## src/sv/bbc_pkg.sv

```systemverilog
// ----------------------------------------------------------------------------
// bbc_pkg
// Shared types and constants of the 3x3 edge-clamped box blur core.
// ----------------------------------------------------------------------------
`default_nettype none

package bbc_pkg;

	// default line store depth
	localparam int MAX_WIDTH_DEF = 1024;
	// largest supported frame height
	localparam int MAX_HEIGHT = 4096;

	// register file
	localparam int CFG_IDX_W  = 1;
	localparam int CFG_DATA_W = 13;
	localparam int LW_W       = 11;
	localparam int FH_W       = 13;
	localparam int LINE_WIDTH_RST   = 640;
	localparam int FRAME_HEIGHT_RST = 480;
	localparam logic [CFG_IDX_W-1:0] REG_LINE_WIDTH   = 1'b0;
	localparam logic [CFG_IDX_W-1:0] REG_FRAME_HEIGHT = 1'b1;

	// row counter width, rows < MAX_HEIGHT
	localparam int ROW_W = 12;
	// channel sum width, 9 * 255 fits
	localparam int SUM_W = 12;

	typedef struct packed {
		logic [7:0] red;
		logic [7:0] green;
		logic [7:0] blue;
	} pixel_t;

	// which window rows/columns fall outside the frame
	typedef struct packed {
		logic top_out;
		logic bot_out;
		logic lft_out;
		logic rgt_out;
	} border_t;

	// per-word control travelling with the pipeline
	typedef struct packed {
		logic    push;
		logic    emit;
		logic    last;
		border_t bord;
	} ctrl_t;

	// number of pixels averaged
	typedef enum logic [1:0] {
		CNT4,
		CNT6,
		CNT9
	} cnt_t;

	typedef struct packed {
		logic valid;
		logic last;
		cnt_t cnt;
	} res_ctl_t;

	typedef struct packed {
		logic [SUM_W-1:0] red;
		logic [SUM_W-1:0] green;
		logic [SUM_W-1:0] blue;
	} sum3_t;

endpackage

`default_nettype wire

```

## src/sv/bbc_avg.sv

```systemverilog
// ----------------------------------------------------------------------------
// bbc_avg
// Rounded division of the channel sums by 4, 6 or 9 and the output register.
// Division by 6 and 9 is a multiply by a 16-bit reciprocal.
// ----------------------------------------------------------------------------
`default_nettype none

module bbc_avg import bbc_pkg::*; (
	input  wire logic     clk,
	input  wire logic     arst_n,
	input  wire logic     adv,
	input  wire res_ctl_t rc_s3,
	input  wire sum3_t    sum_s3,
	output logic          out_valid_q,
	output pixel_t        pix_q,
	output logic          frame_end_q
);

	localparam int RECIP_SHIFT = 16;
	localparam int RECIP_6 = (1 << RECIP_SHIFT) / 6 + 1;
	localparam int RECIP_9 = (1 << RECIP_SHIFT) / 9 + 1;
	localparam int PROD_W = 27;

	pixel_t pix_c;

	// (2*sum + n) / (2*n) reduces to (sum + n/2 rounded down) / n
	function automatic logic [7:0] avg_chan(input logic [SUM_W-1:0] s, input cnt_t c);
		logic [SUM_W:0]    x;
		logic [PROD_W-1:0] p;
		unique case (c)
			CNT4: begin
				x = (SUM_W+1)'(s) + (SUM_W+1)'(2);
				p = PROD_W'(x) << (RECIP_SHIFT - 2);
			end
			CNT6: begin
				x = (SUM_W+1)'(s) + (SUM_W+1)'(3);
				p = PROD_W'(x) * PROD_W'(RECIP_6);
			end
			// nine-pixel window
			default: begin
				x = (SUM_W+1)'(s) + (SUM_W+1)'(4);
				p = PROD_W'(x) * PROD_W'(RECIP_9);
			end
		endcase
		return p[RECIP_SHIFT +: 8];
	endfunction

	always_comb begin
		pix_c.red   = avg_chan(sum_s3.red, rc_s3.cnt);
		pix_c.green = avg_chan(sum_s3.green, rc_s3.cnt);
		pix_c.blue  = avg_chan(sum_s3.blue, rc_s3.cnt);
	end

	// output valid
	always_ff @(posedge clk or negedge arst_n) begin
		if (!arst_n) begin
			out_valid_q <= 1'b0;
		end else if (adv) begin
			out_valid_q <= rc_s3.valid;
		end
	end

	// output payload
	always_ff @(posedge clk) begin
		if (adv) begin
			pix_q       <= pix_c;
			frame_end_q <= rc_s3.last;
		end
	end

endmodule

`default_nettype wire
```

## config.mk

```make
export PLATFORM = sky130hd
export DESIGN_NAME = bbc_avg
export DESIGN_NICKNAME = d
export VERILOG_FILES = /design/src/sv/bbc_pkg.sv /design/src/sv/bbc_avg.sv
export SDC_FILE = /design/constraint.sdc
export NUM_CORES = 1
export LEC_CHECK = 0
export ABC_CLOCK_PERIOD_IN_PS = 1500
export BUFFER_PORTS_ARGS = -buffer_cell sky130_fd_sc_hd__buf_2
export CORE_MARGIN = 10
export CORE_UTILIZATION = 23
export DETAILED_ROUTE_END_ITERATION = 10
export GPL_TIMING_DRIVEN = 0
export SYNTH_ARGS = -nofsm -noshare
export SYNTH_HDL_FRONTEND = slang
export SYNTH_SLANG_ARGS = --single-unit
```

## constraint.sdc

```tcl
create_clock -name clk -period 1.5 [get_ports clk]
set_input_delay 0 -clock clk [delete_from_list [all_inputs] [get_ports clk]]
set_output_delay 0 -clock clk [all_outputs]
set_load 0.05 [all_outputs]
```

==> reports/metrics.csv <==
metric,value,unit
globalplace.congestion,0.824,
crit_fanout,5,
antenna_found_initial,4,
period_share,359,%
worstPathRequired,1.52,ns
clock_path_buffers,2,
rrSetupSlack,0.77,ns
fin_skew,0,ns
io_buffers,53,
cts.clk_slew.worst_paths,0.07,ns
avgViaCountPerCell,4.16,
h-tree-depth,1,
status,finished with violations,
ys_ff_latch,26,
cp_slowest_cell,fa_1,
ys_seq_area_share,4.82,%
min_path_cells,1,
synth_top_area_share,30.8,%
ys.flop_type,edfxtp_1,
setup_ws,-3.89,ns
maxSlewHeadroom,48.2,%
fin_nets,2613,
hold_path.class,primary input to register,
max_stage_delay,0.55,ns
grt_overflow,0,
root_buffer,clkbuf_16,
wl,40.5,mm
fmax,186,MHz
drc,0,
path_cells,buf_12 > clkinvlp_4 > ha_4 > a21oi_4 > nor4b_4 > xor2_1 > ha_2 > inv_2 > fa_1 > inv_2 > fa_1 > inv_1 > fa_2 > fa_1 > inv_2 > ha_4 > and3_4 > a221oi_4 > o21ai_4 > a2111oi_4 > o31ai_2 > a31oi_1 > xnor2_1 > a221o_1,
synth_edf_count,25,
rsz0062_at_grt,yes,
fin_util,30.7,%
dieArea,81000,sq um
num_rows,96,
ant_nets,0,
yosysTopAreaCell,ha_1,
maxSlewViolCount,0,
tightestPinTransition,0.777,ns
startpoint_type,primary input,
hold_end,frame_end_q,
postSynthCellCount,1753,
path_class,primary input to register,
dp.cells,2738,
syn_area_per_cell,9.19,sq um
layout_min_cycle_time,5.39,ns
fp.dieH,285,um
p_per_area,2120,nW/um^2
area_growth,31.6,%
die_w,285,um
end_kind,register,
syn_area,16100,sq um
total_power,44.9,mW
clk_latency,0.27,ns
worstPathArrival,5.41,ns
ys_top_cells_by_count,"495 x inv_1, 396 x ha_1, 231 x fa_1",
cp_num_buf_inv,6,
synthTopCellsByArea,"ha_1 31%, fa_1 29%, inv_1 12%",
grt_max_degree,27,
ys_async_sr_fraction,3.85,%
dr.pass1.iters,5,
violations,setup timing,
hp-start,rc_s3[2],
multi_input_area,15500,sq um
r2r-end,out_valid_q,
layoutNonFillerInstCount,2873,
wl_per_cell,14.1,um
via_count,12000,
antennaDiodeCount,0,
r2r_start,out_valid_q,
seq_area,776,sq um
initial_core_util,23.4,%
max_cap_violations,0,
fin_hold_ws,0.0345,ns
yosysMostFrequentCell,inv_1,
ys_warn_count,0,
setup_viol,24,
ir_worst_vdd,1.07,mV
grt_usage,9.85,%
hold_viol,0,
leakagePower,10.4,nW
ioPinCount,69,
worstRegToRegCells,1,
fillers,7118,
grt_pass1_vias,12700,
critPathTopFamily,adder cells,
numClockSinks,26,
drive_gt1_share,26.6,%
grt_pass1_wl,65.8,mm
core_area,68900,sq um
cts_made_buffers,3,
drt-initial-drc-count,444,
synth_cell_type_count,68,
dp_hpwl,34.8,mm
cts_tree,yes,
[cells in the final DEF, fill, tap and decap left out, drive strengths merged, types with 25 or more instances in the layout]
master / count
nor2: 68
clkbuf: 31
xnor2: 85
nand3: 27
fa: 231
edfxtp: 25
buf: 184
a21oi: 52
o21ai: 41
nand2: 55
inv: 493
xor2: 57
ha: 396
[metal layers]
| metal | vias to the layer above | GRT usage, % | share of wire [%] |
|---|---|---|---|
| li1 | 5926 | - | - |
| met1 | 5825 | 13.0 | 45 |
| met2 | 168 | 16.7 | 48 |
| met3 | 28 | 2.23 | 5.8 |
| met4 | 4 | 0.913 | 1.0 |
| met5 | - | 0 | 0.067 |
[sequential cells by signal (all words and copies together), names as in the netlist]
signal       count
pix_q           24
frame_end_q      1
out_valid_q      1
[through the flow]
stage / setup TNS [ns] / area (sq um) / setup WS [ns]
after detailed placement: -103.82 / 18600 / -4.77
final: -85.04 / 21200 / -3.89
after global routing: -90.23 / 21200 / -4.15
after CTS: -84.75 / 20700 / -3.89
after floorplan: -80.21 / 17200 / -3.84
after global placement: -103.91 / 18600 / -4.75
[power by group]
group          internal, mW  switching, mW
clock network         0.533          0.284
logic                  19.3           23.0
registers              1.46          0.296
total                  21.3           23.6
[repair_timing]
action                                  in CTS  in global routing
hold endpoints to repair                     2                  0
resized for setup                          199                 62
hold buffers                                 2                  0
pin swaps                                  130                 63
endpoints found under the setup margin      24                 24
buffers inserted                           108                 26
[cell type report]
| class | count | area share [%] |
|---|---|---|
| tap | 931 | 5.50 |
| clock buffer | 3 | 0.354 |
| timing repair buffer | 184 | 6.60 |
| buffer | 30 | 1.85 |
| inverter | 495 | 8.93 |
| multi-input combinational | 1203 | 73.0 |
| clock inverter | 1 | 0.142 |
| sequential | 26 | 3.66 |
[worst max-delay path by stage]
stage / from / end / slack, ns / depth (start not counted)
3_5_place_dp: sum_s3[24] / pix_q[23] / -4.77 / 23
6_report: sum_s3[25] / pix_q[23] / -3.89 / 24
5_1_grt: sum_s3[25] / pix_q[23] / -4.15 / 25
3_3_place_gp: sum_s3[24] / pix_q[23] / -4.75 / 23
4_1_cts: sum_s3[25] / pix_q[23] / -3.89 / 24
2_1_floorplan: sum_s3[27] / pix_q[23] / -3.84 / 22
[cells by family (layout without fill, tap and decap cells)]
kind of cell	after synthesis	after routing	share of synthesized area, %
muxes	13	13	0.863
and+or+nand+nor	239	239	7.38
xor gates and xnor gates	142	142	7.84
other	1	2	0.0233
adders and majority gates	627	627	59.5
buffers and inverters	525	713	12.3
AOI/OAI and AO/OA	180	180	7.26
DFF	26	26	4.82
Note: power is estimated with default switching activity, not from simulation.
