==> config.mk <==
export PLATFORM = sky130hd
export DESIGN_NAME = bbc_ctrl
export DESIGN_NICKNAME = d
export VERILOG_FILES = /design/src/sv/bbc_pkg.sv /design/src/sv/bbc_ctrl.sv
export SDC_FILE = /design/constraint.sdc
export NUM_CORES = 1
export LEC_CHECK = 0
export BUFFER_PORTS_ARGS = -buffer_cell sky130_fd_sc_hd__buf_4
export CAP_MARGIN = 20
export CORE_MARGIN = 2
export CORE_UTILIZATION = 61
export CTS_CLUSTER_SIZE = 10
export DETAILED_ROUTE_END_ITERATION = 8
export PLACE_DENSITY_LB_ADDON = 0.3
export SLEW_MARGIN = 20
export SYNTH_ARGS = -nofsm -noshare
export SYNTH_HDL_FRONTEND = slang
export SYNTH_SLANG_ARGS = --single-unit
==> constraint.sdc <==
create_clock -name clk -period 5.5 [get_ports clk]
set_input_delay 0 -clock clk [delete_from_list [all_inputs] [get_ports clk]]
set_output_delay 0 -clock clk [all_outputs]
set_load 0.02 [all_outputs]
==> src/sv/bbc_pkg.sv <==
// ----------------------------------------------------------------------------
// bbc_pkg
// Shared types and constants of the 3x3 edge-clamped box blur core.
// ----------------------------------------------------------------------------
`default_nettype none

package bbc_pkg;

	// default line store depth
	localparam int MAX_WIDTH_DEF = 1024;
	// largest supported frame height
	localparam int MAX_HEIGHT = 4096;

	// register file
	localparam int CFG_IDX_W  = 1;
	localparam int CFG_DATA_W = 13;
	localparam int LW_W       = 11;
	localparam int FH_W       = 13;
	localparam int LINE_WIDTH_RST   = 640;
	localparam int FRAME_HEIGHT_RST = 480;
	localparam logic [CFG_IDX_W-1:0] REG_LINE_WIDTH   = 1'b0;
	localparam logic [CFG_IDX_W-1:0] REG_FRAME_HEIGHT = 1'b1;

	// row counter width, rows < MAX_HEIGHT
	localparam int ROW_W = 12;
	// channel sum width, 9 * 255 fits
	localparam int SUM_W = 12;

	typedef struct packed {
		logic [7:0] red;
		logic [7:0] green;
		logic [7:0] blue;
	} pixel_t;

	// which window rows/columns fall outside the frame
	typedef struct packed {
		logic top_out;
		logic bot_out;
		logic lft_out;
		logic rgt_out;
	} border_t;

	// per-word control travelling with the pipeline
	typedef struct packed {
		logic    push;
		logic    emit;
		logic    last;
		border_t bord;
	} ctrl_t;

	// number of pixels averaged
	typedef enum logic [1:0] {
		CNT4,
		CNT6,
		CNT9
	} cnt_t;

	typedef struct packed {
		logic valid;
		logic last;
		cnt_t cnt;
	} res_ctl_t;

	typedef struct packed {
		logic [SUM_W-1:0] red;
		logic [SUM_W-1:0] green;
		logic [SUM_W-1:0] blue;
	} sum3_t;

endpackage

`default_nettype wire

==> src/sv/bbc_ctrl.sv <==
// ----------------------------------------------------------------------------
// bbc_ctrl
// Configuration registers, raster position counters and drain counter.
// Decides per word whether it pushes a column, whether it yields a result
// and which window borders lie outside the frame.
// ----------------------------------------------------------------------------
`default_nettype none

module bbc_ctrl import bbc_pkg::*; #(
	parameter int MAX_WIDTH = MAX_WIDTH_DEF
) (
	input  wire logic                          clk,
	input  wire logic                          arst_n,
	input  wire logic                          adv,
	input  wire logic                          acc,
	input  wire logic                          req_type,
	input  wire logic                          cfg_we,
	input  wire logic [CFG_IDX_W-1:0]          cfg_index,
	input  wire logic [CFG_DATA_W-1:0]         cfg_data,
	output logic      [$clog2(MAX_WIDTH)-1:0]  rd_addr,
	output ctrl_t                              ctl_s1
);

	localparam int CW = $clog2(MAX_WIDTH);
	localparam int DW = $clog2(MAX_WIDTH + 2);
	localparam int RST_W = (LINE_WIDTH_RST > MAX_WIDTH) ? MAX_WIDTH : LINE_WIDTH_RST;

	logic [CW-1:0]    wm1_q, wm1_d;
	logic [ROW_W-1:0] hm1_q, hm1_d;
	logic [CW-1:0]    col_q, col_d;
	logic [ROW_W-1:0] row_q, row_d;
	logic [DW-1:0]    drain_q, drain_d;

	logic [31:0]   lw, lw_sat, fh, fh_sat;
	logic [DW-1:0] w_c, w_p1;
	logic          col0, col_last, row_last, owed, act, is_pix;
	logic          drain_first, drain_one, pix_emit, emit_c, last_c;
	border_t       bd;

	assign rd_addr = col_q;

	// clamp register writes to the supported range
	always_comb begin
		lw = 32'(cfg_data[LW_W-1:0]);
		fh = 32'(cfg_data[FH_W-1:0]);
		if (lw < 32'd2) begin
			lw_sat = 32'd2;
		end else if (lw > 32'(MAX_WIDTH)) begin
			lw_sat = 32'(MAX_WIDTH);
		end else begin
			lw_sat = lw;
		end
		if (fh < 32'd2) begin
			fh_sat = 32'd2;
		end else if (fh > 32'(MAX_HEIGHT)) begin
			fh_sat = 32'(MAX_HEIGHT);
		end else begin
			fh_sat = fh;
		end
	end

	// position flags for the word at the input
	always_comb begin
		w_c         = DW'(wm1_q) + DW'(1);
		w_p1        = DW'(wm1_q) + DW'(2);
		is_pix      = !req_type;
		col0        = (col_q == '0);
		col_last    = (col_q == wm1_q);
		row_last    = (row_q == hm1_q);
		owed        = (drain_q != '0);
		act         = is_pix ? !owed : owed;
		drain_first = (drain_q == w_p1);
		drain_one   = (drain_q == DW'(1));
		pix_emit    = (row_q >= ROW_W'(2)) || ((row_q == ROW_W'(1)) && !col0);
		emit_c      = act && (is_pix ? pix_emit : 1'b1);
		last_c      = act && !is_pix && drain_one;
		bd          = '0;
		if (is_pix) begin
			if (col0) begin
				// result for the last column of the row two up
				bd.top_out = (row_q == ROW_W'(2));
				bd.rgt_out = 1'b1;
			end else begin
				bd.top_out = (row_q == ROW_W'(1));
				bd.lft_out = (col_q == CW'(1));
			end
		end else if (drain_first) begin
			// last pixel of the next-to-last row
			bd.top_out = (hm1_q == ROW_W'(1));
			bd.rgt_out = 1'b1;
		end else begin
			// bottom row
			bd.bot_out = 1'b1;
			bd.lft_out = (drain_q == w_c);
			bd.rgt_out = drain_one;
		end
	end

	// next state of counters and registers
	always_comb begin
		wm1_d   = wm1_q;
		hm1_d   = hm1_q;
		col_d   = col_q;
		row_d   = row_q;
		drain_d = drain_q;
		if (cfg_we) begin
			col_d   = '0;
			row_d   = '0;
			drain_d = '0;
			unique case (cfg_index)
				REG_LINE_WIDTH:   wm1_d = CW'(lw_sat - 32'd1);
				REG_FRAME_HEIGHT: hm1_d = ROW_W'(fh_sat - 32'd1);
			endcase
		end else if (acc && act) begin
			if (is_pix) begin
				if (row_last && col_last) begin
					col_d   = '0;
					row_d   = '0;
					drain_d = w_p1;
				end else if (col_last) begin
					col_d = '0;
					row_d = row_q + ROW_W'(1);
				end else begin
					col_d = col_q + CW'(1);
				end
			end else begin
				col_d   = col_last ? '0 : col_q + CW'(1);
				drain_d = drain_q - DW'(1);
				if (drain_one) begin
					col_d = '0;
					row_d = '0;
				end
			end
		end
	end

	// state registers
	always_ff @(posedge clk or negedge arst_n) begin
		if (!arst_n) begin
			wm1_q   <= CW'(RST_W - 1);
			hm1_q   <= ROW_W'(FRAME_HEIGHT_RST - 1);
			col_q   <= '0;
			row_q   <= '0;
			drain_q <= '0;
		end else begin
			wm1_q   <= wm1_d;
			hm1_q   <= hm1_d;
			col_q   <= col_d;
			row_q   <= row_d;
			drain_q <= drain_d;
		end
	end

	// stage 1 control
	always_ff @(posedge clk or negedge arst_n) begin
		if (!arst_n) begin
			ctl_s1 <= '0;
		end else if (adv) begin
			ctl_s1.push <= acc && act;
			ctl_s1.emit <= acc && emit_c;
			ctl_s1.last <= acc && last_c;
			ctl_s1.bord <= bd;
		end
	end

	a_col_in_row: assert property (@(posedge clk) disable iff (!arst_n)
		col_q <= wm1_q)
		else $error("column counter beyond line width");

	a_row_in_frame: assert property (@(posedge clk) disable iff (!arst_n)
		row_q <= hm1_q)
		else $error("row counter beyond frame height");

	a_drain_row0: assert property (@(posedge clk) disable iff (!arst_n)
		(drain_q != '0) |-> (row_q == '0 && drain_q <= w_p1))
		else $error("drain count inconsistent with position");

	a_frame_wrap: assert property (@(posedge clk) disable iff (!arst_n)
		(acc && req_type && drain_q == DW'(1) && !cfg_we)
			|=> (drain_q == '0 && col_q == '0 && ctl_s1.last))
		else $error("frame end did not restart the frame");

endmodule

`default_nettype wire

==> results.md <==
* Row cnt at 32
* Worst setup path class: reg -> reg
* Share of cells above drive strength 1 at 13.4%
* Post-synthesis mux area share at 1.56%
* Gr ovfl total at 0
* HP Class: in -> reg
* Initial DRT Pass Iterations at 5
* Routed WL at 12,400 um
* Synth Net Count at 625
* DRT antenna net count at 0
* Hold Path Origin: cfg_data[11]
* Vias per cell at 6.46
* Fin crit period at 4.28 ns
* CTS tree: built
* Largest net degree at the start of global routing at 63
* Post-synth ARST share at 100%
* Iteration-0 DRC count of the detailed router at 376
* CP required at 5.77 ns
* Vias in the first global route at 4,271
* Post-route cell area at 5270 um^2
* Max clock buf depth at 2
* ANT cells at 0
* Synthesized area per cell at 8.12 um^2
* Reg2Reg Setup Slack at 1.22 ns
* Hold path cells at 3
* Largest family of logic cells by synthesized area: simple AND/OR/NAND/NOR gates
* Die span in x at 92.8 um
* Tot Pwr at 1.56 mW
* Highest clock rate at 234 MHz
* CP max FO at 17
* Worst min-delay path endpoint: hm1_q[11]$_DFFE_PN0P_
* First-pass GRT wire length at 20,700 um
* Synth Area in Simple Gates at 25.3%
* Slew margin rel. at 47.6%
* Via count at 4,564
* Dpl cells at 685
* Reg2Reg Capture Point: row_q[9]$_DFFE_PN0P_
* Yosys warning count at 0
* Layout area overhead at 9.50%
* Clk slew on worst S/H paths at 0.07 ns
* Initial antenna violation count at 0
* Yosys reg bits at 62
* Cts hold-fix bufs at 5
* Number of synthesized flops with an enable pin at 0
* Num CTS Buffers at 9
* Unrepaired setup endpoints after global routing: false
* Adder-Cell Fraction of Synth Area at 3.38%
* Max Cap Viol at 0
* Final nets at 632
* Status: finished clean
* I/O Pins at 37
* DRC at 0
* Worst vdd ir at 247 uV
* Setup bufs post-CTS at 0
* Tcrit/Tclk final at 77.9%
* Critical R2R Launch: drain_q[3]$_DFFE_PN0P_
* CP Launch Type: flop
* Critical path capture point type: flop
* Final setup fails at 0
* GRT Util Overall at 30.2%
* Skew final at 0.0123 ns
* Sequential share of the synthesized area at 32.7%
* Syn Inst Count at 592
* Clk_lat worst skew at 0.35 ns
* P_leak at 2.08 nW
* Clock root buffer: clkbuf_8
* # clock sinks at 62
* Core area at 7690 um^2
* Xor/xnor share of the synthesized area at 9.11%
* Post-synthesis instance area at 4810 um^2
* Final-report max-slew violation count at 0
* Synth cell types at 62
* Pwr dens at 296 nW/um^2
* Wire per inst at 17.6 um
* Top FF cell, synth: dfrtp_1
* CTS H-tree lvls at 3
* Port buffer count at 36
* Synth Area in Compound Gates at 21.9%
* Post-CTS Resized at 0
* GPL Wtd Cong at 0.995
* Worst slew pin tran at 0.786 ns
* Starting Density at 62.5%
* DIE AREA at 8610 um^2
* DP Area at 5010 um^2
* R2R depth at 11
* Hpwl dp at 8820 um
* Crit path DAT at 4.55 ns
* Hold Vio Cnt, Final at 0
* Final setup TNS at 0 ns
* Final std cells w/o fill at 706
* Chip Height at 92.8 um
==> Yosys cell counts, types with 4 or more instances <==
| master | instances | area [um^2] |
|---|---|---|
| nand2_1 | 51 | 191 |
| o21ai_0 | 47 | 235 |
| dfrtp_1 | 46 | 1150 |
| xnor2_1 | 46 | 403 |
| nor2_1 | 41 | 154 |
| clkbuf_1 | 35 | 131 |
| a21oi_1 | 25 | 125 |
| nand3_1 | 25 | 125 |
| inv_1 | 22 | 82.6 |
| nor3_1 | 19 | 95.1 |
| dfstp_2 | 16 | 420 |
| nor4_1 | 15 | 93.8 |
| nand4_1 | 14 | 87.6 |
| a21o_1 | 13 | 97.6 |
| ha_1 | 13 | 163 |
| nand2b_1 | 10 | 62.6 |
| o31ai_1 | 10 | 75.1 |
| or4_1 | 10 | 75.1 |
| a31oi_1 | 9 | 56.3 |
| and3_1 | 9 | 56.3 |
| nor2b_1 | 8 | 50.1 |
| o22ai_1 | 8 | 50.1 |
| a211oi_1 | 7 | 52.6 |
| buf_2 | 7 | 35.0 |
| or3_1 | 5 | 31.3 |
| a2111oi_0 | 4 | 35.0 |
| mux2_2 | 4 | 45.0 |
| nor3b_1 | 4 | 30.0 |
| nor4b_1 | 4 | 35.0 |
| o211ai_1 | 4 | 30.0 |
| o2bb2ai_1 | 4 | 35.0 |
| xor2_1 | 4 | 35.0 |
==> per-layer routing <==
layer | global-route usage (%) | routed length (um) | vias to the layer above
li1 | - | - | 2175
met1 | 41.5 | 5340 | 2131
met2 | 47.0 | 5730 | 229
met3 | 6.92 | 1090 | 29
met4 | 10.7 | 237 | 0
met5 | 0 | 0 | -
==> critical path, stage by stage (launching register included) <==
cell and delay (ns):
dfrtp_1 0.52, or4_4 0.64, nor2_1 0.29, nand2_1 0.13
or2_2 0.29, ha_1 0.28, nand2b_1 0.27, nor2_1 0.18
or4b_2 0.66, and2_4 0.25, or4_1 0.50, a21oi_1 0.17
==> cell usage in the layout (no fill, tap or decap), types with 5 or more instances in the layout <==
cell type,count
nor2b_1,8
clkbuf_8,11
dfrtp_1,46
or3_1,5
dlygate4sd3_1,5
buf_4,38
nand4_1,14
xnor2_1,46
a21o_1,13
nand3_1,25
ha_1,13
o22ai_1,8
and3_1,9
nor4_1,15
or4_1,10
inv_1,22
a21oi_1,25
o31ai_1,10
nor2_1,41
nand2_1,51
dfstp_2,16
a31oi_1,9
o21ai_0,47
nor3_1,19
a211oi_1,7
nand2b_1,10
==> through the flow <==
stage	hold slack (ns)	util [%]	setup slack, ns
final	0.00596	68.5	1.22
after global routing	0.0146	68.5	0.988
after CTS	0.00149	68.5	1.30
after detailed placement	0.138	65.2	1.33
after global placement	0.132	65.2	1.47
after floorplan	-0.296	-	1.60
==> worst max-delay path by stage <==
stage                       endpoint  cells past startpoint                    from  slack, ns
3_3_place_gp    row_q[8]$_DFFE_PN0P_                     11  drain_q[3]$_DFFE_PN0P_       1.47
6_report        row_q[9]$_DFFE_PN0P_                     11  drain_q[3]$_DFFE_PN0P_       1.22
4_1_cts         row_q[9]$_DFFE_PN0P_                     11  drain_q[3]$_DFFE_PN0P_       1.30
5_1_grt         row_q[7]$_DFFE_PN0P_                     11  drain_q[3]$_DFFE_PN0P_       0.99
2_1_floorplan  row_q[10]$_DFFE_PN0P_                     14  drain_q[2]$_DFFE_PN0P_       1.60
3_5_place_dp    row_q[9]$_DFFE_PN0P_                     11  drain_q[3]$_DFFE_PN0P_       1.33
==> cells by family (layout without fill, tap and decap cells) <==
| logic type | count (synthesis) | in the layout |
|---|---|---|
| simple gates | 230 | 230 |
| compound gates | 161 | 161 |
| buf+inv | 69 | 81 |
| flops | 62 | 62 |
| xor+xnor | 50 | 50 |
| fa+ha+maj | 13 | 13 |
| mux | 7 | 7 |
==> area by class of cell <==
cell class / instances / area (um^2)
clock buffers: 13 / 159
clock inverters: 3 / 42.5
fillers: 657 / 2420
inverters: 22 / 82.6
multi-input cells: 461 / 2950
flip-flops and latches: 62 / 1570
well taps: 102 / 128
repair buffers: 43 / 335
==> flip-flops by register name, indices dropped and copies added, names as in the netlist <==
signal	cells
hm1_q	12
wm1_q	10
row_q	12
rd_addr	10
drain_q	11
ctl_s1	7
==> power breakdown <==
part	internal [mW]	leakage, nW	switching (mW)
logic	0.217	1.20	0.280
registers	0.524	0.784	0.118
clock network	0.234	0.0996	0.188
total	0.975	2.08	0.586
Note: power is estimated with default switching activity, not from simulation.
