<file path="src/sv/bbc_pkg.sv">
// ----------------------------------------------------------------------------
// bbc_pkg
// Shared types and constants of the 3x3 edge-clamped box blur core.
// ----------------------------------------------------------------------------
`default_nettype none

package bbc_pkg;

	// default line store depth
	localparam int MAX_WIDTH_DEF = 1024;
	// largest supported frame height
	localparam int MAX_HEIGHT = 4096;

	// register file
	localparam int CFG_IDX_W  = 1;
	localparam int CFG_DATA_W = 13;
	localparam int LW_W       = 11;
	localparam int FH_W       = 13;
	localparam int LINE_WIDTH_RST   = 640;
	localparam int FRAME_HEIGHT_RST = 480;
	localparam logic [CFG_IDX_W-1:0] REG_LINE_WIDTH   = 1'b0;
	localparam logic [CFG_IDX_W-1:0] REG_FRAME_HEIGHT = 1'b1;

	// row counter width, rows < MAX_HEIGHT
	localparam int ROW_W = 12;
	// channel sum width, 9 * 255 fits
	localparam int SUM_W = 12;

	typedef struct packed {
		logic [7:0] red;
		logic [7:0] green;
		logic [7:0] blue;
	} pixel_t;

	// which window rows/columns fall outside the frame
	typedef struct packed {
		logic top_out;
		logic bot_out;
		logic lft_out;
		logic rgt_out;
	} border_t;

	// per-word control travelling with the pipeline
	typedef struct packed {
		logic    push;
		logic    emit;
		logic    last;
		border_t bord;
	} ctrl_t;

	// number of pixels averaged
	typedef enum logic [1:0] {
		CNT4,
		CNT6,
		CNT9
	} cnt_t;

	typedef struct packed {
		logic valid;
		logic last;
		cnt_t cnt;
	} res_ctl_t;

	typedef struct packed {
		logic [SUM_W-1:0] red;
		logic [SUM_W-1:0] green;
		logic [SUM_W-1:0] blue;
	} sum3_t;

endpackage

`default_nettype wire

</file>
<file path="src/sv/bbc_window.sv">
// ----------------------------------------------------------------------------
// bbc_window
// 3x3 neighbourhood shift register and masked channel sums.
// ----------------------------------------------------------------------------
`default_nettype none

module bbc_window import bbc_pkg::*; (
	input  wire logic   clk,
	input  wire logic   arst_n,
	input  wire logic   adv,
	input  wire ctrl_t  ctl_s1,
	input  wire pixel_t pix_s1,
	input  wire pixel_t up1_s1,
	input  wire pixel_t up2_s1,
	output res_ctl_t    rc_s3,
	output sum3_t       sum_s3
);

	pixel_t            win_q [3][3];
	ctrl_t             ctl_s2;
	logic [2:0][2:0][7:0] rv, gv, bv;
	logic [2:0]        rin, cin;
	sum3_t             sum_c;
	cnt_t              cnt_c;

	// masked sum of a 3x3 block, row sums first
	function automatic logic [SUM_W-1:0] sum9(input logic [2:0][2:0][7:0] v,
			input logic [2:0] rmask, input logic [2:0] cmask);
		logic [SUM_W-1:0] acc;
		logic [9:0]       rs;
		acc = '0;
		for (int r = 0; r < 3; r++) begin
			rs = '0;
			for (int c = 0; c < 3; c++) begin
				if (cmask[c]) begin
					rs = rs + 10'(v[r][c]);
				end
			end
			if (rmask[r]) begin
				acc = acc + SUM_W'(rs);
			end
		end
		return acc;
	endfunction

	// shift a new column in
	always_ff @(posedge clk or negedge arst_n) begin
		if (!arst_n) begin
			for (int r = 0; r < 3; r++) begin
				for (int c = 0; c < 3; c++) begin
					win_q[r][c] <= '0;
				end
			end
		end else if (adv && ctl_s1.push) begin
			for (int r = 0; r < 3; r++) begin
				win_q[r][0] <= win_q[r][1];
				win_q[r][1] <= win_q[r][2];
			end
			win_q[0][2] <= up2_s1;
			win_q[1][2] <= up1_s1;
			win_q[2][2] <= pix_s1;
		end
	end

	// sums over the in-frame part of the window
	always_comb begin
		for (int r = 0; r < 3; r++) begin
			for (int c = 0; c < 3; c++) begin
				rv[r][c] = win_q[r][c].red;
				gv[r][c] = win_q[r][c].green;
				bv[r][c] = win_q[r][c].blue;
			end
		end
		rin = {!ctl_s2.bord.bot_out, 1'b1, !ctl_s2.bord.top_out};
		cin = {!ctl_s2.bord.rgt_out, 1'b1, !ctl_s2.bord.lft_out};
		sum_c.red   = sum9(rv, rin, cin);
		sum_c.green = sum9(gv, rin, cin);
		sum_c.blue  = sum9(bv, rin, cin);
		if ((rin != 3'b111) && (cin != 3'b111)) begin
			cnt_c = CNT4;
		end else if ((rin == 3'b111) && (cin == 3'b111)) begin
			cnt_c = CNT9;
		end else begin
			cnt_c = CNT6;
		end
	end

	// stage 2 and 3 control
	always_ff @(posedge clk or negedge arst_n) begin
		if (!arst_n) begin
			ctl_s2 <= '0;
			rc_s3  <= '0;
		end else if (adv) begin
			ctl_s2      <= ctl_s1;
			rc_s3.valid <= ctl_s2.emit;
			rc_s3.last  <= ctl_s2.last;
			rc_s3.cnt   <= cnt_c;
		end
	end

	// stage 3 sums
	always_ff @(posedge clk) begin
		if (adv) begin
			sum_s3 <= sum_c;
		end
	end

endmodule

`default_nettype wire

</file>
<file path="config.mk">
export PLATFORM = sky130hd
export DESIGN_NAME = bbc_window
export DESIGN_NICKNAME = d
export VERILOG_FILES = /design/src/sv/bbc_pkg.sv /design/src/sv/bbc_window.sv
export SDC_FILE = /design/constraint.sdc
export NUM_CORES = 1
export LEC_CHECK = 0
export ABC_AREA = 1
export BUFFER_PORTS_ARGS = -buffer_cell sky130_fd_sc_hd__buf_4
export CORE_UTILIZATION = 64
export CTS_BUF_LIST = sky130_fd_sc_hd__clkbuf_8
export DETAILED_ROUTE_END_ITERATION = 6
export HOLD_SLACK_MARGIN = 0.03
export PLACE_DENSITY = 0.83
export SLEW_MARGIN = 20
export SYNTH_ARGS = -nofsm -noshare
export SYNTH_HDL_FRONTEND = slang
export SYNTH_SLANG_ARGS = --single-unit
export TNS_END_PERCENT = 1
</file>
<file path="constraint.sdc">
create_clock -name clk -period 5.6 [get_ports clk]
set_clock_uncertainty 0.05 [all_clocks]
set_input_delay 1.12 -clock clk [delete_from_list [all_inputs] [get_ports clk]]
set_output_delay 1.12 -clock clk [all_outputs]
set_load 0.005 [all_outputs]
</file>
==> qor_table.md, run 1 <==
| Quantity | This run | Unit |
| --- | --- | --- |
| Result of the run | complete, no violations | - |
| Most common cell after layout, fill and taps aside | sky130_fd_sc_hd__nand2_1 | - |
| Detailed-route wire length per cell | 16.5 | µm |
| Post-synth ARST share | 86.3 | % |
| Total number of H-tree levels | 2 | - |
| Post-synth cell types | 36 | - |
| Critical path type | reg -> reg | - |
| Horizontal die dimension | 183 | µm |
| Effective utilization at floorplan | 64.9 | % |
| Synthesized flop and latch total | 262 | - |
| Share of cells above drive strength 1 | 13.8 | % |
| Antenna viol nets, final | 0 | - |
| Cell at the root of the clock tree | sky130_fd_sc_hd__clkbuf_8 | - |
| Sink Count | 262 | - |
| Placement-stage cell area | 22500 | µm² |
| Syn_nets | 3127 | - |
| Critical path arrival | 5590 | ps |
| Finish-stage setup viols | 0 | - |
| Required arrival time at the worst endpoint | 5920 | ps |
| Count of final max-slew check failures | 0 | - |
| EDFF count, synth | 36 | - |
| Post-DP HPWL | 43.1 | mm |
| Pre-antenna DRT Iters | 6 | - |
| Die area | 33600 | µm² |
| Std-Cell Core Area | 32500 | µm² |
| Period utilization | 94.1 | % |
| Layout overhead on the synthesized area | 12.6 | % |
| Number of ports placed on the die boundary | 122 | - |
| Transition time at the pin with the least slew margin | 931 | ps |
| Type of destination of the critical path | flop | - |
| Placed cells | 3346 | - |
| Mean area per synthesized cell | 7.48 | µm² |
| Total number of nets in the final design | 3270 | - |
| Share of the yosys chip area belonging to registers | 32.0 | % |
| Maximum root-to-sink buffer count | 3 | - |
| RSZ-0062 raised after global routing | true | - |
| Final count of hold timing violations | 0 | - |
| DRT Wirelength | 56.8 | mm |
| Slowest-stage cell, CP | sky130_fd_sc_hd__dfrtp_4 | - |
| Layout fillers | 2479 | - |
| Netlist area before placement | 21100 | µm² |
| Buffers added on ports | 121 | - |
| Predominant post-synthesis flop cell | sky130_fd_sc_hd__dfrtp_1 | - |
| Clock tree from TritonCTS | done | - |
| Clock latency reported for the late side of the worst-skew pair | 640 | ps |
| Shortest period the worst path allows | 5270 | ps |
| Class of the tightest hold or removal check | in -> async | - |
| Top library cells by usage in the layout, fill and taps aside | sky130_fd_sc_hd__nand2_1, sky130_fd_sc_hd__inv_1, sky130_fd_sc_hd__nor2_1 | - |
| Vias/cell | 5.55 | - |
| Final worst-path setup slack | 331 | ps |
| CP peak stage delay | 530 | ps |
| Startpoint kind of the worst setup timing path | flop | - |
| Number of max-cap violations | 0 | - |
| Antenna fix cells | 0 | - |
| Antenna violations before repair | 0 | - |
| Final standard cell utilization of the core | 73.1 | % |
| Global-route congestion overflow total | 0 | - |
| Most frequent cell on the critical path | sky130_fd_sc_hd__nand2_1 | - |
| Global router's overall resource usage | 34.0 | % |
| Violation count after the first detailed-route iteration | 1144 | - |
| Yosys warns | 0 | - |
| TritonCTS buffer count | 44 | - |
| Clock slew seen by the registers of the worst setup and hold paths | 70 | ps |
| Global-route wire length before repair | 90.4 | mm |
| Vias in the first global route | 18300 | - |
| Final weighted congestion of routability-driven global placement | 0.949 | - |
| Syn Inst Count | 2816 | - |
| Cell Rows | 66 | - |
| Design Area, Final | 23700 | µm² |
| Final non-filler cell total | 3435 | - |
| Post-CTS Hold Buffers | 0 | - |
| Number of design rule violations left after detail routing | 0 | - |
| Minimum setup slack after placement | 241 | ps |
| F_max | 190 | MHz |
| Flop-to-flop setup slack | 330 | ps |
| Pin count of the biggest net entering global routing | 231 | - |
| Vias post-DR | 19100 | - |
| Worst relative slew slack | 37.9 | % |
| Highest fanout seen on the critical path | 14 | - |
| Vertical die dimension | 183 | µm |
[flip-flops by register name, indices dropped and copies added (netlist names)]
register and count:
sum_s3 36, gv 72, rv 72, rc_s3 4, bv 72, ctl_s2 6
[critical path: cells and delay by family, from the launching register on]
family	cells	cell delay (ps)
buffers and inverters	4	460
AOI/OAI and AO/OA	2	400
adders and majority gates	4	1390
and+or+nand+nor	19	1940
xor gates and xnor gates	1	210
DFF	1	530
[final cells by class]
type                       count  area [µm²]  area share [%]
sequential                   262        6740            28.4
tap                          442         553            2.33
clock inverter                34         161           0.681
inverter                     388        1460            6.16
multi-input combinational   2099       12900            54.2
clock buffer                  46         633            2.67
timing repair buffer         164        1310            5.54
[synthesized netlist by cell type, types with 36 or more instances]
master	count	area [µm²]
sky130_fd_sc_hd__o21ai_0	83	415
sky130_fd_sc_hd__a21oi_1	208	1040
sky130_fd_sc_hd__nand3_1	252	1260
sky130_fd_sc_hd__xor2_1	38	333
sky130_fd_sc_hd__edfxtp_1	36	1080
sky130_fd_sc_hd__inv_1	385	1450
sky130_fd_sc_hd__nand4_1	48	300
sky130_fd_sc_hd__mux2_2	85	957
sky130_fd_sc_hd__nand2_1	721	2710
sky130_fd_sc_hd__nor2_1	264	991
sky130_fd_sc_hd__dfrtp_1	226	5660
sky130_fd_sc_hd__ha_1	205	2560
[through the flow]
| stage | setup TNS [ps] | hold WS [ps] |
|---|---|---|
| final | 0 | 423 |
| after global routing | -42.9 | 474 |
| after global placement | 0 | 418 |
| after CTS | 0 | 442 |
| after detailed placement | 0 | 423 |
| after floorplan | 0 | 403 |
[cell families (layout without fill, tap and decap cells)]
kind of cell               Yosys count  count (layout)  share of synthesized area (%)
adders and majority gates          229             229                           14.5
DFF                                262             262                           32.0
and+or+nand+nor                   1362            1362                           27.5
AOI/OAI and AO/OA                  339             339                           8.62
xor gates and xnor gates            51              51                           2.12
muxes                              118             118                           6.84
buffers and inverters              455             632                           8.51
[final timing paths]
kind	start	endpoint	depth (start not counted)
worst max register to register	ctl_s2[1]$_DFFE_PN0P_	sum_s3[9]$_DFFE_PP_	30
worst min-delay path	arst_n	rv[65]$_DFFE_PN0P_	1
max in group asynchronous	arst_n	ctl_s2[5]$_DFFE_PN0P_	2
worst max-delay path	ctl_s2[1]$_DFFE_PN0P_	sum_s3[9]$_DFFE_PP_	30
min in group clk	gv[6]$_DFFE_PN0P_	gv[6]$_DFFE_PN0P_	2
worst min register to register	gv[6]$_DFFE_PN0P_	gv[6]$_DFFE_PN0P_	2
[repair_timing]
item                       CTS  global route
buffers inserted             0             7
setup endpoints to repair    0            15
hold endpoints to repair     0             0
resized for setup            0            72
[layer usage]
layer / wire [µm] / up-vias / track usage (%)
met3: 3150 / 136 / 5.30
li1: - / 9476 / -
met2: 26700 / 534 / 57.5
met5: 0 / - / 0
met4: 2510 / 0 / 13.9
met1: 24400 / 8908 / 43.3
Power of run 1 is left out: the tool's default activity adds up to more than one toggle a clock period on the data nets, which glitch-free logic cannot reach.
==> inputs of run 2 (changes only) <==
--- a/config.mk
+++ b/config.mk
@@ -7,11 +7,13 @@
 export LEC_CHECK = 0
 export ABC_AREA = 1
 export BUFFER_PORTS_ARGS = -buffer_cell sky130_fd_sc_hd__buf_4
-export CORE_UTILIZATION = 64
+export CELL_PAD_IN_SITES_DETAIL_PLACEMENT = 1
+export CELL_PAD_IN_SITES_GLOBAL_PLACEMENT = 2
+export CORE_UTILIZATION = 38
 export CTS_BUF_LIST = sky130_fd_sc_hd__clkbuf_8
 export DETAILED_ROUTE_END_ITERATION = 6
 export HOLD_SLACK_MARGIN = 0.03
-export PLACE_DENSITY = 0.83
+export PLACE_DENSITY = 0.84
 export SLEW_MARGIN = 20
 export SYNTH_ARGS = -nofsm -noshare
 export SYNTH_HDL_FRONTEND = slang
==> run 2 against run 1 <==
  * Count of clock-buffer cells in the layout is 13 higher
  * Hold slack better by 13 ps
  * Non-clock buffer count is 19 higher
  * Register-to-register slack worse by 20 ps
  * Die area is 68% higher
==> qor_table.md, run 2 (same netlist as run 1, synthesis figures left out) <==
| Quantity | This run | Unit |
| --- | --- | --- |
| Period utilization | 94.4 | % |
| Critical path type | reg -> reg | - |
| Violation count after the first detailed-route iteration | 608 | - |
| Antenna violations before repair | 1 | - |
| Highest fanout seen on the critical path | 6 | - |
| CP peak stage delay | 460 | ps |
| Worst relative slew slack | 41.8 | % |
| Global-route congestion overflow total | 0 | - |
| TritonCTS buffer count | 50 | - |
| Vias/cell | 5.10 | - |
| Pin count of the biggest net entering global routing | 117 | - |
| Clock latency reported for the late side of the worst-skew pair | 630 | ps |
| Share of cells above drive strength 1 | 15.1 | % |
| Pre-antenna DRT Iters | 4 | - |
| Total number of nets in the final design | 3295 | - |
| Finish-stage setup viols | 0 | - |
| Crit path from | ctl_s2[1]$_DFFE_PN0P_ | - |
| Shortest period the worst path allows | 5280 | ps |
| Required arrival time at the worst endpoint | 5920 | ps |
| Vias post-DR | 19000 | - |
| Class of the tightest hold or removal check | reg -> reg | - |
| Critical path arrival | 5610 | ps |
| Placement-stage cell area | 23000 | µm² |
| Worst min-delay path startpoint | bv[6]$_DFFE_PN0P_ | - |
| Total number of H-tree levels | 2 | - |
| Worst reg2reg path startpoint | ctl_s2[1]$_DFFE_PN0P_ | - |
| Most frequent cell on the critical path | sky130_fd_sc_hd__nand2_1 | - |
| Horizontal die dimension | 237 | µm |
| Transition time at the pin with the least slew margin | 872 | ps |
| Cell at the root of the clock tree | sky130_fd_sc_hd__clkbuf_8 | - |
| F_max | 189 | MHz |
| Vertical die dimension | 237 | µm |
| Clock slew seen by the registers of the worst setup and hold paths | 60 | ps |
| Design Area, Final | 24500 | µm² |
| Buffers added on ports | 121 | - |
| Placed cells | 3622 | - |
| Post-DP HPWL | 50.9 | mm |
| Startpoint kind of the worst setup timing path | flop | - |
| Final count of hold timing violations | 0 | - |
| Global router's overall resource usage | 23.1 | % |
| Count of final max-slew check failures | 0 | - |
| Effective utilization at floorplan | 38.8 | % |
| Sink Count | 262 | - |
| Antenna viol nets, final | 0 | - |
| Die area | 56400 | µm² |
| Minimum setup slack after placement | 7.48 | ps |
| Maximum root-to-sink buffer count | 3 | - |
| Final non-filler cell total | 3719 | - |
| Cell Rows | 85 | - |
| Result of the run | complete, no violations | - |
| Clock tree from TritonCTS | done | - |
| Slowest-stage cell, CP | sky130_fd_sc_hd__dfrtp_2 | - |
| Layout overhead on the synthesized area | 16.6 | % |
| DRT Wirelength | 64.1 | mm |
| RSZ-0062 raised after global routing | true | - |
| Detailed-route wire length per cell | 17.2 | µm |
| Std-Cell Core Area | 54200 | µm² |
| Number of design rule violations left after detail routing | 0 | - |
| Top library cells by usage in the layout, fill and taps aside | sky130_fd_sc_hd__nand2_1, sky130_fd_sc_hd__inv_1, sky130_fd_sc_hd__nor2_1 | - |
| Layout fillers | 6813 | - |
| Vias in the first global route | 19900 | - |
| Most common cell after layout, fill and taps aside | sky130_fd_sc_hd__nand2_1 | - |
| Global-route wire length before repair | 104 | mm |
| Number of ports placed on the die boundary | 122 | - |
| Type of destination of the critical path | flop | - |
| Final worst-path setup slack | 315 | ps |
| Post-CTS Hold Buffers | 0 | - |
| Final weighted congestion of routability-driven global placement | 0.876 | - |
| Number of max-cap violations | 0 | - |
==> run 2: worst max-delay path: cells and delay by family (launching register included) <==
family | cells | cell delay [ps]
adders and majority gates | 5 | 1670
buffers and inverters | 5 | 640
AOI/OAI and AO/OA | 4 | 700
xor gates and xnor gates | 1 | 200
and+or+nand+nor | 12 | 1300
DFF | 1 | 460
==> run 2: area by class of cell <==
cell class	count	area, µm²	share of cell area [%]
clock inverters	31	317	1.29
well taps	696	871	3.55
clock buffers	59	812	3.31
inverters	388	1460	5.94
multi-input cells	2099	12900	52.7
flip-flops and latches	262	6740	27.5
repair buffers	183	1420	5.80
diodes	1	2.50	0.0102
==> run 2: repair_timing <==
| item | 4_1_cts | 5_1_grt |
|---|---|---|
| buffers inserted | 2 | 4 |
| resized for setup | 0 | 77 |
| setup endpoints to repair | 4 | 19 |
| pin swaps | 0 | 4 |
==> run 2: worst paths after layout <==
path / to / slack (ps) / depth (start not counted)
worst min-delay path: bv[6]$_DFFE_PN0P_ / 440 / 2
worst max register to register: sum_s3[35]$_SDFFCE_PP0P_ / 320 / 27
min in group asynchronous: gv[68]$_DFFE_PN0P_ / 460 / 1
max in group asynchronous: rv[40]$_DFFE_PN0P_ / 3860 / 2
worst max-delay path: sum_s3[35]$_SDFFCE_PP0P_ / 320 / 27
worst min register to register: bv[6]$_DFFE_PN0P_ / 440 / 2
==> run 2: stage by stage <==
stage | util (%) | TNS [ps] | hold slack, ps
2_1_floorplan | - | 0 | 403
3_3_place_gp | 42.3 | 0 | 418
3_5_place_dp | 42.3 | 0 | 425
4_1_cts | 44.5 | 0 | 441
5_1_grt | 45.3 | -188 | 466
6_report | 45.3 | 0 | 436
==> run 2: routing by layer <==
layer  GRT usage (%)  routed length (µm)  vias to the layer above
li1                -                   -                     9519
met5               0                   0                        -
met1            29.5               29300                     9127
met2            40.0               31000                      243
met3            2.69                1720                       89
met4            8.35                2030                        0
Power of run 2 is left out for the same reason.
==> inputs of run 3 (changes only) <==
--- a/config.mk
+++ b/config.mk
@@ -9,6 +9,7 @@
 export BUFFER_PORTS_ARGS = -buffer_cell sky130_fd_sc_hd__buf_4
 export CELL_PAD_IN_SITES_DETAIL_PLACEMENT = 1
 export CELL_PAD_IN_SITES_GLOBAL_PLACEMENT = 2
+export CORE_ASPECT_RATIO = 2
 export CORE_UTILIZATION = 38
 export CTS_BUF_LIST = sky130_fd_sc_hd__clkbuf_8
 export DETAILED_ROUTE_END_ITERATION = 6
==> run 3 against run 2 <==
  * Flip-flop and latch count is the same
  * Largest cell class unchanged
  * Cell count grew 1.3%
  * Routed wire length grew 0.80%
  * Hold slack lost 41 ps
  * Register-to-register slack gained 20 ps
==> qor_table.md, run 3 (same netlist as run 1, synthesis figures left out) <==
| Quantity | This run | Unit |
| --- | --- | --- |
| Final weighted congestion of routability-driven global placement | 0.888 | - |
| Most common cell after layout, fill and taps aside | sky130_fd_sc_hd__nand2_1 | - |
| Detailed-route wire length per cell | 17.1 | µm |
| F_max | 190 | MHz |
| Final-layout setup total negative slack | 0 | ps |
| DRT Wirelength | 64.6 | mm |
| CP peak stage delay | 450 | ps |
| Global-route wire length before repair | 105 | mm |
| Number of design rule violations left after detail routing | 0 | - |
| Clock latency reported for the late side of the worst-skew pair | 630 | ps |
| Pre-antenna DRT Iters | 4 | - |
| Count of final max-slew check failures | 0 | - |
| Vias post-DR | 19200 | - |
| Std-Cell Core Area | 54700 | µm² |
| Vias in the first global route | 21100 | - |
| Die area | 56400 | µm² |
| Pin count of the biggest net entering global routing | 127 | - |
| TritonCTS buffer count | 43 | - |
| Hold Worst Slack | 395 | ps |
| Global router's overall resource usage | 23.5 | % |
| Top library cells by usage in the layout, fill and taps aside | sky130_fd_sc_hd__nand2_1, sky130_fd_sc_hd__inv_1, sky130_fd_sc_hd__nor2_1 | - |
| Global-route congestion overflow total | 0 | - |
| Final count of hold timing violations | 0 | - |
| Critical path type | reg -> reg | - |
| Clock tree from TritonCTS | done | - |
| Finish-stage setup viols | 0 | - |
| Worst relative slew slack | 39.3 | % |
| Slowest-stage cell, CP | sky130_fd_sc_hd__dfrtp_2 | - |
| Horizontal die dimension | 168 | µm |
| Result of the run | complete, no violations | - |
| Layout overhead on the synthesized area | 16.3 | % |
| Maximum root-to-sink buffer count | 3 | - |
| Shortest period the worst path allows | 5260 | ps |
| Total number of nets in the final design | 3307 | - |
| Startpoint kind of the worst setup timing path | flop | - |
| Transition time at the pin with the least slew margin | 911 | ps |
| Buffers added on ports | 121 | - |
| Class of the tightest hold or removal check | in -> async | - |
| Cell at the root of the clock tree | sky130_fd_sc_hd__clkbuf_8 | - |
| Period utilization | 94.0 | % |
| Type of destination of the critical path | flop | - |
| Met1 capacity usage during global routing | 25.5 | % |
| Total number of H-tree levels | 2 | - |
| Antenna viol nets, final | 0 | - |
| Number of max-cap violations | 0 | - |
| Antenna violations before repair | 2 | - |
| Number of ports placed on the die boundary | 122 | - |
| Met2 track demand over resource in global routing | 44.7 | % |
| Required arrival time at the worst endpoint | 5940 | ps |
| Sink Count | 262 | - |
| Share of cells above drive strength 1 | 15.5 | % |
| Highest fanout seen on the critical path | 14 | - |
| Routing usage on met3 | 2.41 | % |
| Post-CTS Hold Buffers | 0 | - |
| Critical path arrival | 5600 | ps |
| Cell Rows | 121 | - |
| Clock slew seen by the registers of the worst setup and hold paths | 70 | ps |
| Post-DP HPWL | 51.6 | mm |
| GRT busiest layer | met2 | - |
| Vias/cell | 5.10 | - |
| Violation count after the first detailed-route iteration | 594 | - |
| Vertical die dimension | 335 | µm |
| Effective utilization at floorplan | 38.5 | % |
[run 3: cell types whose count changed in the layout (fill, tap and decap cells not counted), moves of 3 or more]
cell / change
sky130_fd_sc_hd__ha_2: -5
sky130_fd_sc_hd__clkinvlp_4: +3
sky130_fd_sc_hd__clkbuf_8: -9
sky130_fd_sc_hd__a21oi_1: -10
sky130_fd_sc_hd__a21oi_2: +10
sky130_fd_sc_hd__nor2_2: +4
sky130_fd_sc_hd__nor3_1: +3
sky130_fd_sc_hd__nor3_2: -3
sky130_fd_sc_hd__buf_4: +18
sky130_fd_sc_hd__nor2_1: -4
sky130_fd_sc_hd__inv_1: -4
sky130_fd_sc_hd__bufinv_16: -4
sky130_fd_sc_hd__ha_1: +7
[run 3: worst paths after layout]
path | from | endpoint | slack (ps) | cells past startpoint
max reg2reg | ctl_s2[1]$_DFFE_PN0P_ | sum_s3[22]$_DFFE_PP_ | 340 | 31
max in group asynchronous | arst_n | rv[31]$_DFFE_PN0P_ | 4020 | 2
max | ctl_s2[1]$_DFFE_PN0P_ | sum_s3[22]$_DFFE_PP_ | 340 | 31
min | arst_n | gv[35]$_DFFE_PN0P_ | 400 | 1
min in group clk | rv[6]$_DFFE_PN0P_ | rv[6]$_DFFE_PN0P_ | 430 | 2
min reg2reg | rv[6]$_DFFE_PN0P_ | rv[6]$_DFFE_PN0P_ | 430 | 2
[run 3: worst max-delay path, delay by kind of cell (launching register included)]
family,cells,cell delay [ps]
compound gates,1,150
simple gates,19,2150
buf+inv,6,610
fa+ha+maj,5,1590
flops,1,450
[run 3: layer usage]
layer	part of all wire, %	up-vias	routed length, µm
met3	2.7	148	1720
met5	0.017	-	11
li1	-	9527	-
met4	4.8	2	3110
met2	53	269	34000
met1	40	9271	25700
[run 3: repair_timing]
action,in CTS,in global routing
endpoints found under the hold margin,0,0
endpoints found under the setup margin,0,17
buffers inserted,0,8
gates resized for setup,0,83
[run 3: layout make-up]
cell class                 instances  area [µm²]
fill                            6860       30200
multi-input combinational       2099       12900
tap                              738         923
clock buffer                      50         688
timing repair buffer             202        1560
antenna                            1        2.50
clock inverter                    27         206
inverter                         388        1460
sequential                       262        6740
[run 3: metrics by stage]
step | utilization [%] | std cells | setup slack [ps] | area, µm²
4_1_cts | 44.0 | 3758 | 55.4 | 24000
5_1_grt | 44.8 | 3767 | -48.0 | 24500
3_3_place_gp | 42.3 | 3681 | 198 | 23100
2_1_floorplan | - | 2816 | 749 | 21100
3_5_place_dp | 42.3 | 3681 | 109 | 23100
6_report | 44.8 | 3767 | 338 | 24500
Power of run 3 is left out for the same reason.
